==> config.mk <==
export PLATFORM = sky130hd
export DESIGN_NAME = hld_ram
export DESIGN_NICKNAME = d
export VERILOG_FILES = /design/src/hdl/hld_ram.sv
export SDC_FILE = /design/constraint.sdc
export NUM_CORES = 1
export LEC_CHECK = 0
export BUFFER_PORTS_ARGS = -buffer_cell sky130_fd_sc_hd__buf_4
export CORE_MARGIN = 5
export CORE_UTILIZATION = 25
export CTS_BUF_LIST = sky130_fd_sc_hd__clkbuf_4
export CTS_CLUSTER_DIAMETER = 30
export DETAILED_ROUTE_END_ITERATION = 10
export REMOVE_ABC_BUFFERS = 1
export SLEW_MARGIN = 5
export SYNTH_ARGS = -nofsm -noshare
export SYNTH_HDL_FRONTEND = slang
export SYNTH_SLANG_ARGS = --single-unit
==> constraint.sdc <==
create_clock -name clk -period 3.41 [get_ports clk]
set_clock_uncertainty 0.15 [all_clocks]
set_input_delay 0.1705 -clock clk [delete_from_list [all_inputs] [get_ports clk]]
set_output_delay 0.1705 -clock clk [all_outputs]
set_load 0.01 [all_outputs]
==> src/hdl/hld_ram.sv <==
// Simple dual-port synchronous RAM with registered read data.
`timescale 1ns / 1ps

module hld_ram #(
  parameter int WIDTH = 8,
  parameter int DEPTH = 16,
  parameter int AW    = $clog2(DEPTH)
) (
  input  logic             clk,
  input  logic             we,
  input  logic [AW-1:0]    waddr,
  input  logic [WIDTH-1:0] wdata,
  input  logic [AW-1:0]    raddr,
  output logic [WIDTH-1:0] rdata
);

  logic [WIDTH-1:0] mem [DEPTH];

  always_ff @(posedge clk) begin
    if (we) begin
      mem[waddr] <= wdata;
    end
    rdata <= mem[raddr];
  end

endmodule

==> qor.yml <==
die_height_um: 153
syn_area_per_cell_sq_um: 22.5
die_w_um: 153
yosysWarnings: 0
wl_per_cell_um: 18.3
setup_violations: 0
viasPerCell: 4.29
port_buffers: 25
slew_violations: 0
crit_fanout: 8
final_common_cell: "edfxtp_1"
core_area_sq_mm: 0.0202
setup.worst_path.class: "primary input to flop"
max_slew_margin_pct: 17.2
drive_gt1_share_pct: 27.6
cts_root_buf: "clkbuf_4"
end_kind: "flop"
drt_iter0_drc: 195
syn_area_sq_mm: 0.00515
hpwl_mm: 6.36
cts.htree.levels: 4
first_pass_iters: 4
yosysSeqAreaShare_pct: 77.8
grt_pass1_vias: 2522
holdWs_ns: 0.0834
fp.dieArea_sq_mm: 0.0236
fin_crit_sh_pct: 57.9
ir_drop_mv: 0.205
nNetsFinal: 298
ant_nets: 0
drcViolationCount: 0
grt_first_pass_wirelength_mm: 15.6
pre_cts_slack_ns: 1.35
crit_path_start_kind: "primary input"
layout_common_cells: "edfxtp_1, buf_4, clkbuf_4"
postCtsResizedCells: 0
layout_setup_ws_ns: 1.44
cts_tree: "yes"
synth_cell_types: 19
rows: 52
finalSetupTns_ns: 0
p_per_area_mw_per_mm2: 540
power.leakage_nw: 1.97
required_ns: 3.39
hp-class: "primary input to flop"
initial_core_util_pct: 25.4
grt_overflow: 0
ys_ff_latch: 136
path_clk_slew_ns: 0.12
cts_made_buffers: 17
cts_sinks: 136
grt_max_degree: 33
max_cap_violations: 0
cp.arrival_ns: 1.95
tightest_slew_ns: 1.24
ios: 26
fmax_mhz: 507
rsz0062_at_grt: "no"
area.growth.synth_to_final_pct: 18.3
fin_crit_ns: 1.97
cts_max_path_buffers: 2
status: "finished clean"
grt_use_total_pct: 9.04
gp_congestion: 0.703
drt-total-wl_mm: 10.3
antenna_found_initial: 1
via_count: 2417
hold_violations: 0
insertion_delay_ns: 0.51
syn_inst: 229
[area by class of cell]
cell class                      count  area, sq um
Clock buffer                       19          143
Antenna cell                        1         2.50
Clock inverter                     13          204
Fill cell                        1936        14100
Multi-Input combinational cell     83         1060
Timing Repair Buffer               42          343
Sequential cell                   136         4000
Tap cell                          270          338
[critical path, stage by stage]
cell and delay [ns]:
dlygate4sd3_1 0.53, buf_4 0.16, nand2b_1 0.18, nor2_1 0.90
[timing repair]
item / CTS / global route
hold endpoints to repair: 136 / 0
endpoints found under the setup margin: 0 / 0
setup buffers: 0 / 0
hold buffers: 11 / 0
[registers in the layout (all words and copies together) (netlist names)]
signal and flops:
mem 128, rdata 8
[report_power, final]
group,total [W],switching [W],leakage [nW],internal [W]
clock,0.00122,0.000554,0.176,0.000669
sequential,0.00188,0.0000117,1.22,0.00187
combinational,0.000187,0.000100,0.571,0.0000866
total,0.00329,0.000666,1.97,0.00262
[logic make-up (layout without fill, tap and decap cells)]
kind of cell / count (synthesis) / count (layout) / share of synthesized area [%]
flip-flops: 136 / 136 / 77.8
AND/OR/NAND/NOR: 35 / 35 / 3.18
multiplexers: 32 / 32 / 15.0
AO/OA/AOI/OAI: 16 / 16 / 2.33
buffers and inverters: 10 / 74 / 1.68
other: 0 / 1 / 0
[cell usage after synthesis]
cell type	instances	area share [%]
and2_1	1	0.12
nand2b_1	2	0.24
mux4_2	18	7.9
buf_2	3	0.29
buf_6	3	0.66
a22oi_1	16	2.3
edfxtp_1	128	75
buf_4	1	0.15
dfxtp_1	8	3.1
nand3b_1	2	0.29
nor2b_1	1	0.12
nand3_1	1	0.097
or3b_2	1	0.17
nand2_1	9	0.66
nor2_1	13	0.95
and2b_1	1	0.15
mux4_1	14	7.1
nor3_1	4	0.39
clkdlybuf4s25_2	3	0.58
[metal layers]
metal  part of all wire (%)  track usage [%]  vias up
met5                      0                0        -
met4                    1.6             3.70        0
li1                       -                -     1076
met1                     46             12.2     1273
met2                     48             13.8       56
met3                    4.4             2.56       12
[final timing paths]
path	from	end	slack, ns	cells past startpoint
max	waddr[0]	mem[10][1]	1.44	4
min reg2reg	mem[8][4]	rdata[4]	0.53	3
max reg2reg	mem[1][3]	rdata[3]	1.87	3
min	raddr[2]	rdata[5]	0.08	4
[metrics by stage]
stage	std cells	area [sq um]	utilization, %	power, W
final	564	6090	30.1	0.00329
after global routing	564	6090	30.1	0.00341
after CTS	563	6090	30.1	0.00332
after detailed placement	520	5630	27.8	0.00210
after global placement	520	5630	27.8	0.00209
after floorplan	219	5060	-	0.00199
Power figures use the tool's default switching activity.
