<file path="config.mk">
export PLATFORM = sky130hd
export DESIGN_NAME = hld_out_stage
export DESIGN_NICKNAME = d
export VERILOG_FILES = /design/src/hdl/hld_pkg.sv /design/src/hdl/hld_out_stage.sv
export SDC_FILE = /design/constraint.sdc
export NUM_CORES = 1
export LEC_CHECK = 0
export ABC_CLOCK_PERIOD_IN_PS = 1000
export BUFFER_PORTS_ARGS = -buffer_cell sky130_fd_sc_hd__buf_2
export CAP_MARGIN = 20
export CELL_PAD_IN_SITES_DETAIL_PLACEMENT = 1
export CELL_PAD_IN_SITES_GLOBAL_PLACEMENT = 1
export CORE_MARGIN = 3
export CORE_UTILIZATION = 33
export DETAILED_ROUTE_END_ITERATION = 7
export PLACE_DENSITY_LB_ADDON = 0.1
export SLEW_MARGIN = 20
export SYNTH_ARGS = -nofsm -noshare
export SYNTH_HDL_FRONTEND = slang
export SYNTH_SLANG_ARGS = --single-unit
</file>
<file path="constraint.sdc">
create_clock -name clk -period 1 [get_ports clk]
set_input_delay 0.2 -clock clk [delete_from_list [all_inputs] [get_ports clk]]
set_output_delay 0.2 -clock clk [all_outputs]
set_load 0.01 [all_outputs]
</file>
<file path="src/hdl/hld_pkg.sv">
// Shared types, constants and helpers for the tree path decomposition engine.
`timescale 1ns / 1ps

package hld_pkg;

  localparam int NODE_W     = 10;
  localparam int MAX_NODES  = 1023;
  localparam int NODE_DEPTH = 2 ** NODE_W;
  localparam int MAX_EDGES  = MAX_NODES - 1;
  localparam int ADJ_DEPTH  = 2 * MAX_EDGES;
  localparam int ADJ_W      = $clog2(ADJ_DEPTH + 1);
  localparam int EDGE_AW    = $clog2(MAX_EDGES);
  localparam int ADJ_AW     = $clog2(ADJ_DEPTH);
  localparam int STK_AW     = $clog2(NODE_DEPTH);

  localparam logic [1:0] OP_EDGE  = 2'd0;
  localparam logic [1:0] OP_BUILD = 2'd1;
  localparam logic [1:0] OP_LCA   = 2'd2;
  localparam logic [1:0] OP_PATH  = 2'd3;

  localparam logic [1:0] ST_OK       = 2'd0;
  localparam logic [1:0] ST_BAD      = 2'd1;
  localparam logic [1:0] ST_NO_BUILD = 2'd2;

  typedef struct packed {
    logic [NODE_W-1:0] depth;
    logic [NODE_W-1:0] parent;
    logic [NODE_W-1:0] size;
    logic [NODE_W-1:0] heavy;
    logic [NODE_W-1:0] top;
    logic [NODE_W-1:0] pre;
    logic [ADJ_W-1:0]  adj_lo;
    logic [ADJ_W-1:0]  adj_hi;
    logic [ADJ_W-1:0]  fill;
  } node_t;

  typedef struct packed {
    logic [NODE_W-1:0] node;
    logic [ADJ_W-1:0]  cursor;
  } stk_t;

  typedef struct packed {
    logic [1:0]        kind;
    logic [1:0]        status;
    logic [NODE_W-1:0] ancestor;
    logic [NODE_W-1:0] range_low;
    logic [NODE_W-1:0] range_high;
    logic              last;
  } res_t;

  function automatic res_t make_result(input logic [1:0] kind, input logic [1:0] status,
                                       input logic [NODE_W-1:0] anc,
                                       input logic [NODE_W-1:0] lo,
                                       input logic [NODE_W-1:0] hi, input logic last);
    res_t r;
    r.kind       = kind;
    r.status     = status;
    r.ancestor   = anc;
    r.range_low  = lo;
    r.range_high = hi;
    r.last       = last;
    return r;
  endfunction

endpackage

</file>
<file path="src/hdl/hld_out_stage.sv">
// Output register for result items, decoupling the engine from the consumer.
`timescale 1ns / 1ps

module hld_out_stage (
  input  logic                       clk,
  input  logic                       rst,
  input  logic                       push,
  input  hld_pkg::res_t              res,
  output logic                       ready,
  output logic                       out_valid,
  input  logic                       out_stall,
  output logic [1:0]                 kind,
  output logic [1:0]                 status,
  output logic [hld_pkg::NODE_W-1:0] ancestor,
  output logic [hld_pkg::NODE_W-1:0] range_low,
  output logic [hld_pkg::NODE_W-1:0] range_high,
  output logic                       last
);

  hld_pkg::res_t held;

  assign ready = !out_valid || !out_stall;

  always_ff @(posedge clk) begin
    if (rst) begin
      out_valid <= 1'b0;
    end else if (push) begin
      out_valid <= 1'b1;
    end else if (!out_stall) begin
      out_valid <= 1'b0;
    end
  end

  always_ff @(posedge clk) begin
    if (push) begin
      held <= res;
    end
  end

  assign kind       = held.kind;
  assign status     = held.status;
  assign ancestor   = held.ancestor;
  assign range_low  = held.range_low;
  assign range_high = held.range_high;
  assign last       = held.last;

endmodule

</file>
==> results of run 1 <==
==> synth_stat cells <==
library cell	count
nand2_1	1
edfxtp_1	35
nor2_1	1
a21oi_1	1
dfxtp_1	1
==> per-stage QoR <==
step	power [W]	area [um^2]
final	0.00283	1620
after global routing	0.00299	1620
after CTS	0.00287	1610
after detailed placement	0.00216	1550
after global placement	0.00214	1550
after floorplan	0.00192	1080
==> area by class of cell <==
class / instances / area (um^2)
clock buffers: 8 / 48.8
fillers: 334 / 1480
multi-input cells: 3 / 12.5
flip-flops and latches: 36 / 1070
well taps: 44 / 55.1
repair buffers: 78 / 432
==> layer usage <==
layer / GRT usage (%) / vias to the layer above / share of wire [%]
met4: 4.85 / 0 / 1.2
met1: 13.3 / 326 / 34
li1: - / 324 / -
met5: 0 / - / 0
met3: 7.66 / 4 / 11
met2: 25.2 / 45 / 54
==> sequential cells by signal, indices dropped and copies added, names as in the netlist <==
| name | count |
|---|---|
| ancestor | 10 |
| kind | 2 |
| range_low | 10 |
| range_high | 10 |
| status | 2 |
| last | 1 |
| out_valid | 1 |
==> worst min-delay path by stage <==
stage / end / slack (ps) / cells past startpoint
after floorplan: out_valid / 270 / 1
after global placement: out_valid / 360 / 2
after detailed placement: out_valid / 370 / 2
after CTS: out_valid / 2 / 2
after global routing: range_high[9] / 3 / 1
final: range_low[5] / 40 / 1
==> timing repair <==
action,in CTS,in global routing
hold buffers,0,1
resized for setup,2,0
hold endpoints to repair,0,1
cloned,0,0
setup endpoints to repair,37,37
==> logic make-up after synthesis <==
kind of cell	count (synthesis)	synth area share, %
DFF	36	98.8
and+or+nand+nor	2	0.692
AOI/OAI and AO/OA	1	0.461
==> power by group through the flow <==
| stage | clock network, W | registers (W) | logic [W] |
|---|---|---|---|
| detailed placement | 0 | 0.00185 | 0.000308 |
| floorplan | 0 | 0.00192 | 0.00000405 |
| CTS | 0.000744 | 0.00182 | 0.000311 |
| global route | 0.000827 | 0.00183 | 0.000332 |
| global placement | 0 | 0.00184 | 0.000298 |
| finish | 0.000711 | 0.00181 | 0.000307 |
==> flow_metrics.env, run 1 <==
export IMPL_worstSetupStartpointType="flip-flop"
export IMPL_syn_nets=78
export IMPL_min_period_ps=1100
export IMPL_p_comb_share_pct=10.8
export IMPL_crit_reg2reg_launch="out_valid"
export IMPL_layout_commonest_cell="buf_2"
export IMPL_critPathTopFamily="flip-flops"
export IMPL_rsz0062_at_grt="true"
export IMPL_wl_per_cell_um=15.2
export IMPL_clkTransAtPathRegs_ps=100
export IMPL_via_per_inst=4.14
export IMPL_h_tree_depth=2
export IMPL_setup_slack_ps=-98.6
export IMPL_yosys_top_cells_area="edfxtp_1 (97%), dfxtp_1 (1.8%), a21oi_1 (0.46%)"
export IMPL_numCtsBuffers=5
export IMPL_mostFrequentLayoutCells="buf_2 (74), edfxtp_1 (35), clkbuf_4 (5)"
export IMPL_startpoint="ancestor[0]"
export IMPL_switchingPower_w=0.000619
export IMPL_irDropWorstVdd_uv=816
export IMPL_drc=0
export IMPL_syn_area_um2=1080
export IMPL_vias=699
export IMPL_path_max_fanout=1
export IMPL_insertion_delay_ps=320
export IMPL_finalWirelength_um=2580
export IMPL_dp_cells=160
export IMPL_leakage_nw=0.702
export IMPL_utilization_pct=52.2
export IMPL_syn_avg_cell_area_um2=27.8
export IMPL_setup_viol=36
export IMPL_drive_gt1_share_pct=66.4
export IMPL_syn2layout_area_growth_pct=49.5
export IMPL_dr_pass1_iters=3
export IMPL_clkPwrFrac_pct=25.1
export IMPL_crit_type="flip-flop to output pin"
export IMPL_io_buffers=75
export IMPL_grt_ovfl_total=0
export IMPL_initial_utilization_pct=34.9
export IMPL_hold_viol_final=0
export IMPL_r2r_slack_ps=390
export IMPL_worst_setup_path_end_kind="output pin"
export IMPL_grt_pass1_wl_um=3990
export IMPL_yosys_warnings=0
export IMPL_path_cells="buf_2"
export IMPL_fmax_mhz=910
export IMPL_cts_root_buffer="clkbuf_4"
export IMPL_core_area_um2=3100
export IMPL_track_usage_pct=14.0
export IMPL_grt_antenna_before_repair=0
export IMPL_drv_slew=0
export IMPL_rows=20
export IMPL_first_iter_violations=19
export IMPL_timing_rr_end="out_valid"
export IMPL_cts_tree="yes"
export IMPL_p_int_w=0.00221
export IMPL_cp_required_ps=800
export IMPL_endpoint="ancestor[0]"
export IMPL_nets=163
export IMPL_pwr_density_cell_nw_per_um2=1750
export IMPL_fp_dieArea_um2=4010
export IMPL_grt_pass1_vias=759
export IMPL_yosysTopAreaCellShare_pct=97.0
export IMPL_worstPathArrival_ps=900
export IMPL_slew_headroom_pct=92.4
export IMPL_hp_class="primary input to flip-flop"
export IMPL_die_h_um=63.3
export IMPL_dp_slack_ps=186
export IMPL_cap_violations=0
export IMPL_diodes=0
export IMPL_tightest_slew_ps=114
export IMPL_violations="setup timing"
export IMPL_ios=76
export IMPL_crit_slowest_cell="edfxtp_1"
export IMPL_crit_cells=1
export IMPL_seqPwrFrac_pct=64.1
export IMPL_min_from="res[16]"
export IMPL_yosysSeqAreaShare_pct=98.8
export IMPL_synth_area_leader_cell="edfxtp_1"
export IMPL_fin_cells=169
export IMPL_dpl_hpwl_um=2000
export IMPL_outcome="finished with violations"
export IMPL_yosysUniqueCellTypes=5
export IMPL_routabilityCongestion=0.703
export IMPL_slowest_delay_ps=410
export IMPL_r2r_cells=2
export IMPL_grt_max_degree=20
export IMPL_ant_nets=0
export IMPL_swShare_pct=21.8
export IMPL_fin_skew_ps=0
export IMPL_clock_sinks=36
export IMPL_synth_seq_cells=36
export IMPL_period_share_pct=110
export IMPL_fp_dieW_um=63.3
export IMPL_whs_ps=40.7
export IMPL_cts_path_max_buffers=2
export IMPL_synthCells=39
export IMPL_cts_setup_buffers=0
export IMPL_crit_buf_inv=1
export IMPL_tns_ps=-1600
Note: power is estimated with default switching activity, not from simulation.
==> run 2, diff against run 1 <==
==> constraint.sdc (replaced) <==
create_clock -name clk -period 1 [get_ports clk]
set_input_delay 0.2 -clock clk [delete_from_list [all_inputs] [get_ports clk]]
set_output_delay 0.2 -clock clk [all_outputs]
set_load 0.005 [all_outputs]
==> flow_metrics.env, run 2 (synthesis results as in run 1) <==
export IMPL_outcome="finished with violations"
export IMPL_violations="setup timing"
export IMPL_fmax_mhz=931
export IMPL_fin_area_um2=1680
export IMPL_wl_per_cell_um=14.7
export IMPL_grt_pass1_wl_um=3890
export IMPL_slowest_delay_ps=400
export IMPL_place_area_um2=1550
export IMPL_finalPower_w=0.00279
export IMPL_cp_required_ps=800
export IMPL_worst_setup_path_end_kind="output pin"
export IMPL_path_cells="buf_2"
export IMPL_hp_class="primary input to flip-flop"
export IMPL_multiInputGateArea_um2=12.5
export IMPL_critPathTopFamily="flip-flops"
export IMPL_grt_use_met1_pct=12.4
export IMPL_track_usage_pct=13.5
export IMPL_syn2layout_area_growth_pct=54.7
export IMPL_dp_slack_ps=185
export IMPL_cts_tree="yes"
export IMPL_use_met2_pct=24.6
export IMPL_period_share_pct=107
export IMPL_path_max_fanout=1
export IMPL_h_tree_depth=2
export IMPL_fin_skew_ps=0
export IMPL_cts_path_max_buffers=2
export IMPL_mostFrequentLayoutCells="buf_2 (75), edfxtp_1 (35), dlygate4sd3_1 (7)"
export IMPL_initial_utilization_pct=34.9
export IMPL_leakage_nw=0.731
export IMPL_slew_headroom_pct=92.0
export IMPL_grt_ovfl_total=0
export IMPL_pwr_density_cell_nw_per_um2=1660
export IMPL_layout_commonest_cell="buf_2"
export IMPL_cts_root_buffer="clkbuf_4"
export IMPL_cts_setup_buffers=0
export IMPL_first_iter_violations=21
export IMPL_grt_pass1_vias=760
export IMPL_insertion_delay_ps=320
export IMPL_via_per_inst=4.15
export IMPL_tightest_slew_ps=120
export IMPL_setup_slack_ps=-73.6
export IMPL_numCtsBuffers=5
export IMPL_nets=169
export IMPL_grt_busiest_layer="met2"
export IMPL_grt_max_degree=20
export IMPL_rsz0062_at_grt="true"
export IMPL_r2r_slack_ps=380
export IMPL_clock_sinks=36
export IMPL_worstSetupStartpointType="flip-flop"
export IMPL_setup_viol=36
export IMPL_timing_rr_end="out_valid"
export IMPL_grtUsageMet3_pct=7.13
export IMPL_routabilityCongestion=0.703
export IMPL_fp_dieArea_um2=4010
export IMPL_holdPathStages=1
export IMPL_die_h_um=63.3
export IMPL_io_buffers=75
export IMPL_cap_violations=0
export IMPL_fillers=337
export IMPL_dr_pass1_iters=4
export IMPL_hold_viol_final=0
export IMPL_crit_reg2reg_launch="out_valid"
export IMPL_holdPathEnd="ancestor[3]"
export IMPL_crit_slowest_cell="edfxtp_1"
export IMPL_diodes=0
export IMPL_tns_ps=-1120
export IMPL_drive_gt1_share_pct=64.9
export IMPL_grt_antenna_before_repair=0
export IMPL_rows=20
export IMPL_clkTransAtPathRegs_ps=100
export IMPL_vias=726
export IMPL_ios=76
export IMPL_finalWirelength_um=2570
export IMPL_min_from="res[24]"
export IMPL_crit_type="flip-flop to output pin"
export IMPL_crit_cells=1
export IMPL_drv_slew=0
export IMPL_ant_nets=0
export IMPL_r2r_cells=2
export IMPL_drc=0
export IMPL_fp_dieW_um=63.3
export IMPL_dpl_hpwl_um=1950
export IMPL_worstPathArrival_ps=870
export IMPL_core_area_um2=3100
export IMPL_irDropWorstVdd_uv=769
export IMPL_crit_buf_inv=1
export IMPL_min_period_ps=1070
export IMPL_regArea_um2=1070
[run 2: area by class of cell]
cell class	count	area share, %
Sequential cell	36	64.0
Timing Repair Buffer	84	29.0
Tap cell	44	3.28
Clock buffer	5	2.24
Clock inverter	3	0.821
Multi-Input combinational cell	3	0.746
[run 2: metrics by stage]
stage          std cells  hold WS, ps  util, %
2_1_floorplan         39          272        -
3_3_place_gp         160          356     50.1
3_5_place_dp         160          367     50.1
5_1_grt              175        0.364     54.0
6_report             175         42.5     54.0
4_1_cts              169         11.7     52.1
[run 2: where the power goes]
group	internal [W]	leakage, nW	switching (W)
Clock	0.000258	0.0324	0.000439
Combinational	0.000159	0.347	0.000118
Sequential	0.00178	0.351	0.0000287
Total	0.00220	0.731	0.000586
[run 2: how the worst max path moves through the flow]
| stage | start | end |
|---|---|---|
| 2_1_floorplan | out_valid | ready |
| 3_3_place_gp | push | ancestor[1] |
| 3_5_place_dp | push | range_high[4] |
| 4_1_cts | ancestor[4] | ancestor[4] |
| 5_1_grt | ancestor[0] | ancestor[0] |
| 6_report | ancestor[4] | ancestor[4] |
[run 2: timing repair]
item / in CTS / in global routing
hold buffers: 1 / 6
resized for setup: 1 / 0
endpoints found under the setup margin: 37 / 37
pin swaps: 0 / 0
hold endpoints to repair: 1 / 6
[run 2: routing by layer]
layer | part of all wire, % | vias up
met4 | 0.27 | 0
met2 | 55 | 51
li1 | - | 339
met5 | 0 | -
met3 | 10 | 2
met1 | 34 | 334
